**config.mk**
```make
export PLATFORM = sky130hd
export DESIGN_NAME = cbcr_back
export DESIGN_NICKNAME = d
export VERILOG_FILES = /design/src/cbcr_pkg.sv /design/src/cbcr_back.sv
export SDC_FILE = /design/constraint.sdc
export NUM_CORES = 1
export LEC_CHECK = 0
export BUFFER_PORTS_ARGS = -buffer_cell sky130_fd_sc_hd__buf_4
export CORE_MARGIN = 2
export CORE_UTILIZATION = 50
export CTS_BUF_LIST = sky130_fd_sc_hd__clkbuf_2
export DETAILED_ROUTE_END_ITERATION = 10
export HOLD_SLACK_MARGIN = 0.1
export MAX_ROUTING_LAYER = met4
export PLACE_DENSITY_LB_ADDON = 0.08
export SLEW_MARGIN = 10
export SYNTH_ARGS = -nofsm -noshare
export SYNTH_HDL_FRONTEND = slang
export SYNTH_SLANG_ARGS = --single-unit
export TNS_END_PERCENT = 20
```
**constraint.sdc**
```tcl
create_clock -name clk_i -period 9.88 [get_ports clk_i]
set_clock_uncertainty 0.2 [all_clocks]
set_input_delay 0.494 -clock clk_i [delete_from_list [all_inputs] [get_ports clk_i]]
set_output_delay 0.494 -clock clk_i [all_outputs]
set_load 0.005 [all_outputs]
```
**src/cbcr_pkg.sv**
```systemverilog
// Shared types, widths and helpers for the circle and box collision block.
package cbcr_pkg;

  // Numerator, divisor and quotient widths of the reflection division.
  localparam int NumW = 96;
  localparam int DenW = 62;
  localparam int QW   = 33;

  typedef struct packed {
    logic signed [31:0] center_x;
    logic signed [31:0] center_y;
    logic        [30:0] circle_radius;
    logic signed [31:0] vel_x;
    logic signed [31:0] vel_y;
    logic signed [31:0] box_left;
    logic signed [31:0] box_right;
    logic signed [31:0] box_bottom;
    logic signed [31:0] box_top;
  } in_t;

  typedef struct packed {
    logic               hit;
    logic signed [31:0] out_vel_x;
    logic signed [31:0] out_vel_y;
    logic               degenerate_normal;
  } out_t;

  // Per-item side information that travels alongside the division.
  typedef struct packed {
    logic               hit;
    logic               deg;
    logic               neg_x;
    logic               neg_y;
    logic signed [31:0] vx;
    logic signed [31:0] vy;
  } side_t;

  typedef struct packed {
    side_t            side;
    logic [NumW-1:0]  num_x;
    logic [NumW-1:0]  num_y;
    logic [DenW-1:0]  den;
  } div_in_t;

  typedef struct packed {
    side_t            side;
    logic [QW-1:0]    q_x;
    logic [QW-1:0]    q_y;
    logic [DenW-1:0]  rem_x;
    logic [DenW-1:0]  rem_y;
    logic [DenW-1:0]  den;
  } div_out_t;

  // Saturate a 36-bit signed value to the 32-bit signed range.
  function automatic logic signed [31:0] sat32(input logic signed [35:0] v);
    logic signed [31:0] r;
    if (v > 36'sd2147483647) r = 32'sh7FFFFFFF;
    else if (v < -36'sd2147483648) r = 32'sh80000000;
    else r = v[31:0];
    return r;
  endfunction

endpackage

```
**src/cbcr_back.sv**
```systemverilog
// Back pipeline: rounding, reflection subtract and saturation.
module cbcr_back (
  input  logic               clk_i,
  input  logic               rst_ni,
  input  logic               en_i,
  input  logic               valid_i,
  input  cbcr_pkg::div_out_t data_i,
  output logic               valid_o,
  output cbcr_pkg::out_t     data_o
);
  import cbcr_pkg::*;

  logic [1:0]    v_q;
  side_t         b1_side_q;
  logic [QW:0]   b1_qx_q, b1_qy_q;
  out_t          b2_q;

  logic               rnd_x, rnd_y;
  logic signed [35:0] term_x, term_y, refl_x, refl_y, vx_w, vy_w;
  logic signed [31:0] ox_d, oy_d;

  // Round to nearest, ties away from zero, on the magnitude.
  always_comb begin
    rnd_x = {data_i.rem_x, 1'b0} >= {1'b0, data_i.den};
    rnd_y = {data_i.rem_y, 1'b0} >= {1'b0, data_i.den};
  end

  // Apply the signed term, or negate, or pass the velocity through.
  always_comb begin
    vx_w   = {{4{b1_side_q.vx[31]}}, b1_side_q.vx};
    vy_w   = {{4{b1_side_q.vy[31]}}, b1_side_q.vy};
    term_x = b1_side_q.neg_x ? -$signed({2'b0, b1_qx_q}) : $signed({2'b0, b1_qx_q});
    term_y = b1_side_q.neg_y ? -$signed({2'b0, b1_qy_q}) : $signed({2'b0, b1_qy_q});
    refl_x = vx_w - term_x;
    refl_y = vy_w - term_y;
    if (!b1_side_q.hit) begin
      ox_d = b1_side_q.vx;
      oy_d = b1_side_q.vy;
    end else if (b1_side_q.deg) begin
      ox_d = sat32(-vx_w);
      oy_d = sat32(-vy_w);
    end else begin
      ox_d = sat32(refl_x);
      oy_d = sat32(refl_y);
    end
  end

  always_ff @(posedge clk_i or negedge rst_ni) begin
    if (!rst_ni) begin
      v_q <= '0;
    end else if (en_i) begin
      v_q <= {v_q[0], valid_i};
    end
  end

  always_ff @(posedge clk_i) begin
    if (en_i) begin
      b1_side_q <= data_i.side;
      b1_qx_q   <= {1'b0, data_i.q_x} + {{QW{1'b0}}, rnd_x};
      b1_qy_q   <= {1'b0, data_i.q_y} + {{QW{1'b0}}, rnd_y};

      b2_q.hit               <= b1_side_q.hit;
      b2_q.degenerate_normal <= b1_side_q.deg;
      b2_q.out_vel_x         <= ox_d;
      b2_q.out_vel_y         <= oy_d;
    end
  end

  assign valid_o = v_q[1];
  assign data_o  = b2_q;

endmodule

```
Yosys cells after proc, flatten, opt, wreduce, memory -nomap -nowiden
Cells that the tools add are included.

operators by class
  multiplexer cells = 14
  $add $sub $neg = 8
  order comparisons = 10

operators with widths
  kind                                                  number
  two-way mux 32 bit                                    12
  > comparator 36 x 32 -> 1 bit, second input constant  4
  < comparator 36 x 32 -> 1 bit, second input constant  4
  greater-or-equal comparator 63 x 62 -> 1 bit          2
  two-way mux 36 bit                                    2
  negation 32 -> 36 bit                                 2
  negation 34 -> 36 bit                                 2
  subtractor 32 x 36 -> 36 bit                          2
  adder 33 x 1 -> 34 bit                                2

storage, ports and cells
  output and inout port bits = 67
  word-level logic and storage cells = 45
  bits of input ports = 324
  register bits = 204

Longest topological paths before layout
  depth in word-level cells = 8
  gate-level depth with buffers = 25
  gate-level depth less buffers = 21

Worst setup path after synthesis
No wires, ideal clock.

  kind = register to register
  start point = register b1_qx_q[2]
  end point = register b2_q (netlist bit data_o[60]) (data pin)
  required time = 9.417 ns
  buffers on the path = 1
  arrival time = 5.272 ns
  slack = 4.145 ns
  period minus slack after synthesis = 5.735 ns
  cell stages (with the launch flop) = 22
  setup time = 0.263 ns
  cells stage by stage = edfxtp_1 or4_4 or2_1 nor3_1 nand2_1 or3_1 or2_1 nand2b_1 nand2b_4 o21ai_0 xor2_1 ha_1 a21oi_1 o21ai_0 a41o_1 o31ai_1 o31ai_1 a2111oi_0 a41oi_1 nor3_4 buf_4 a22oi_1

on the way
  word-level cells in the longest chain between the ends = 8
  elaborated cells between the ends (all ways) = 9
  those cells by class = 2 x add/sub; 2 x order compare; 5 x mux

RTL lines
  element                         RTL line         text
  start, declared                 cbcr_back.sv:15  logic [QW:0] b1_qx_q, b1_qy_q;
  start signal, assigned          cbcr_back.sv:59  b1_qx_q <= {1'b0, data_i.q_x} + {{QW{1'b0}}, rnd_x};
  negation 34 -> 36 bit           cbcr_back.sv:32  term_x = b1_side_q.neg_x ? -$signed({2'b0, b1_qx_q}) : $signed({2'b0, b1_qx_q});
  two-way mux 36 bit *            cbcr_back.sv:32
  subtractor 32 x 36 -> 36 bit *  cbcr_back.sv:34  refl_x = vx_w - term_x;
  < comparator 36 x 32 -> 1 bit   cbcr_pkg.sv:58   else if (v < -36'sd2147483648) r = 32'sh80000000;
  two-way mux 32 bit              cbcr_pkg.sv:58
  two-way mux 32 bit *            cbcr_pkg.sv:57   if (v > 36'sd2147483647) r = 32'sh7FFFFFFF;
  two-way mux 32 bit *            cbcr_back.sv:39  end else if (b1_side_q.deg) begin
  two-way mux 32 bit *            cbcr_back.sv:36  if (!b1_side_q.hit) begin
  named net ox_d[27]              cbcr_back.sv:20  logic signed [31:0] ox_d, oy_d;
  end, declared                   cbcr_back.sv:16  out_t b2_q;

The timed path passes the listed nets; every way through them passes the cells marked *.
A chain may end at the register's enable or synchronous reset.

Final worst setup path
  start point = register b1_qx_q[2]
  end point = register b2_q (netlist bit data_o[36]) (data pin)

The elaborated chain is that of the path after synthesis.

==> flow_summary.yaml <==
min_path:
  hold_class: "primary input to asynchronous set/reset pin"
critical_path:
  path_class: "flop to flop"
  arrival_ns: 7.53
  rrSetupSlack_ns: 2.80
  worstReg2RegEnd: "data_o[36]$_DFFE_PP_"
  cp-start-kind: "flop"
  crit_fanout: 16
  setup.worst_path.end_class: "flop"
  required_ns: 10.32
  reg2reg_from: "b1_qx_q[2]$_DFFE_PP_"
  reg2regPathDepth: 21
placed_design:
  dp.cells: 2812
  gp_congestion: 0.974
  hpwlAfterDp_microns: 49500
  placement.io_buffers: 390
grt:
  grt_overflow: 0
  grt_pass1_vias: 18700
  antenna_found_initial: 7
  grt_first_pass_wirelength_microns: 99700
  grt_max_degree: 83
  grtUsageTotal_pct: 34.5
synth:
  syn-cell-area_sq_mm: 0.0183
  ys_types: 88
  synth_fp_nets: 2532
  yosysSeqAreaShare_pct: 33.5
  synth_cells: 2006
  async_flop_share_pct: 0.980
  synth-main-ff-cell: "edfxtp_1"
  yosys_warnings: 0
  syn_avg_cell_area_sq_um: 9.11
  ys_seq_elements: 204
  synth_edf_count: 202
sta:
  drv_slew: 0
  worst_hold_slack_ns: 0.258
  max_slew.worst_pin.slew_ns: 1.11
  rsz0062_at_grt: "no"
  max_slew_margin_pct: 25.7
  setup_viol: 0
  max_freq_ghz: 0.141
  min_period_ns: 7.08
  fin_tns_setup_ns: 0
  hold_violations: 0
  fin_crit_sh_pct: 71.7
run_status:
  status: "completed"
power:
  p_leak_nw: 10.9
  ir_drop_mv: 0.0789
  power_density_mw_per_mm2: 131
finish:
  fillerInstances: 2869
  syn2layout_area_growth_pct: 35.5
  layout.nets: 3194
  fin_util_pct: 68.3
  instances_no_fill: 3188
  layout-drive-gt1-share_pct: 20.1
clock_network:
  clk_latency_ns: 1.00
  clock_sinks: 204
  cts_buffer_depth: 3
  clk_transition_reported_paths_ns: 0.13
  cts.repair.resized: 0
  ctsHtreeMaxLevel: 2
  cts-root-buf: "clkbuf_2"
  cts_tree: "built"
  cts_buffers: 56
floorplan:
  die_x_microns: 195
  die_y_microns: 195
  initial_core_util_pct: 50.4
  io-pin-count: 391
  core-area_sq_mm: 0.0363
  dieArea_sq_mm: 0.0381
  rows: 70
routing:
  drc: 0
  vias: 18700
  dr.pass1.iters: 6
  initialDrtViolationCount: 1442
  wl_microns: 65900
  postRouteAntennaNets: 0
  wire_per_inst_microns: 20.7
  via_per_inst: 5.88
job:
  cap_violations: 0
-- timing repair --
item	CTS	global route
buffers inserted	0	0
hold buffers	265	0
hold endpoints to repair	213	0
-- worst max-delay path by stage --
stage	endpoint	cells after the start	slack [ns]	startpoint
final	data_o[36]$_DFFE_PP_	21	2.80	b1_qx_q[2]$_DFFE_PP_
after global routing	data_o[53]$_DFFE_PP_	21	2.29	b1_qx_q[2]$_DFFE_PP_
after CTS	data_o[61]$_DFFE_PP_	20	2.66	b1_qx_q[2]$_DFFE_PP_
after detailed placement	data_o[54]$_DFFE_PP_	20	2.72	b1_qx_q[2]$_DFFE_PP_
after global placement	data_o[46]$_DFFE_PP_	20	2.82	b1_qx_q[2]$_DFFE_PP_
after floorplan	data_o[60]$_DFFE_PP_	21	4.14	b1_qx_q[2]$_DFFE_PP_
-- critical path, cell delays in order (launching register included) --
cell and delay [ns]:
edfxtp_1 0.47, or4_4 0.60, or2_1 0.26, nor3_1 0.19, nand2_1 0.10, or3_1 0.36, or2_1 0.31, nand2b_1 0.21
nand2b_4 0.19, o21ai_0 0.21, xor2_1 0.17, ha_1 0.32, a21oi_1 0.34, o21ai_0 0.17, a41o_1 0.27, o31ai_1 0.39
o31ai_1 0.11, a2111oi_0 0.66, a41oi_1 0.29, nor3_4 0.66, buf_8 0.24, a21oi_1 0.08
-- layout by cell type, fill, tap and decap left out, types with 11 or more instances in the layout --
master         instances
buf_4                398
dlygate4sd3_1        265
nand2_1              204
edfxtp_1             202
ha_1                 200
a21oi_1              167
o21ai_0              118
xor2_1               102
inv_1                101
nor2_1                96
xnor2_1               82
clkbuf_2              75
a21o_1                74
nor3_1                62
nand3_1               59
o31ai_1               45
nand4_1               43
nand2b_1              38
a22oi_1               26
a31oi_1               25
nor2b_1               21
or3_1                 19
nor4_1                19
and3_1                19
o21a_1                17
clkinv_1              15
and2_1                14
o211ai_1              14
or2_2                 11
-- metal layers --
layer	global-route usage, %	vias to the layer above	part of all wire (%)
met5	-	-	0
met3	5.44	180	7.6
met2	58.6	855	48
met1	40.2	8803	39
li1	-	8903	-
met4	16.2	0	5.1
-- kinds of logic after synthesis --
logic type      synth area share, %
simple gates                   19.2
compound gates                 20.4
flops                          33.5
fa+ha+maj                      13.9
xor+xnor                       8.82
buf+inv                        3.92
mux                           0.233
-- power by group --
group / switching (W) / leakage, nW / internal, W
combinational: 0.000777 / 8.45 / 0.000623
sequential: 0.0000997 / 2.00 / 0.00106
clock: 0.000410 / 0.407 / 0.000267
total: 0.00129 / 10.9 / 0.00195
-- cell usage after synthesis, types with 4 or more instances --
library cell	number	share of area [%]
buf_2	5	0.14
clkbuf_1	41	0.84
edfxtp_1	202	33
a31oi_1	25	0.86
and4_1	5	0.24
a21boi_0	5	0.21
a221oi_1	6	0.29
inv_1	101	2.1
nand4_1	43	1.5
and2_1	14	0.48
or3_1	19	0.65
nor2_1	96	2.0
or4_1	10	0.41
nand3b_1	5	0.21
nand2_1	204	4.2
nand2b_1	38	1.3
o211ai_1	14	0.58
o21ai_0	118	3.2
buf_4	6	0.25
nor2b_1	21	0.72
a31o_2	4	0.19
a22oi_1	26	1.1
nor3b_1	4	0.16
ha_1	200	14
xnor2_1	82	3.9
or3_2	5	0.21
buf_6	5	0.31
nand3_1	59	1.6
nor3_1	62	1.7
a211oi_1	10	0.41
o21a_1	17	0.70
o21bai_1	9	0.37
o2111ai_1	4	0.19
o21ai_1	7	0.19
o31ai_1	45	1.8
a21o_1	74	3.0
o41ai_1	10	0.48
or2_2	11	0.38
a2111oi_0	5	0.24
nor4_1	19	0.65
a22o_1	5	0.24
and3_1	19	0.65
a21oi_1	167	4.6
xor2_1	102	4.9
-- cell type report --
type | instances | area (sq um) | share of cell area [%]
Inverter | 101 | 379 | 1.53
Tap cell | 468 | 586 | 2.36
Antenna cell | 7 | 17.5 | 0.0707
Sequential cell | 204 | 6120 | 24.7
Clock inverter | 28 | 175 | 0.707
Clock buffer | 75 | 375 | 1.52
Multi-Input combinational cell | 1640 | 11400 | 46.2
Timing Repair Buffer | 665 | 5670 | 22.9
-- registers in the layout, indices dropped and copies added (netlist names) --
name and cells:
data_o 66, b1_side_q 68, b1_qx_q 34, b1_qy_q 34, v_q 2
-- stage by stage --
stage	setup slack [ns]	instance area [sq um]	power, W
after floorplan	4.14	18300	0.00198
after global placement	2.82	21500	0.00244
after detailed placement	2.72	21500	0.00246
after CTS	2.66	24700	0.00321
after global routing	2.29	24800	0.00343
final	2.80	24800	0.00324
No activity file was read; power rests on OpenSTA's default activity.
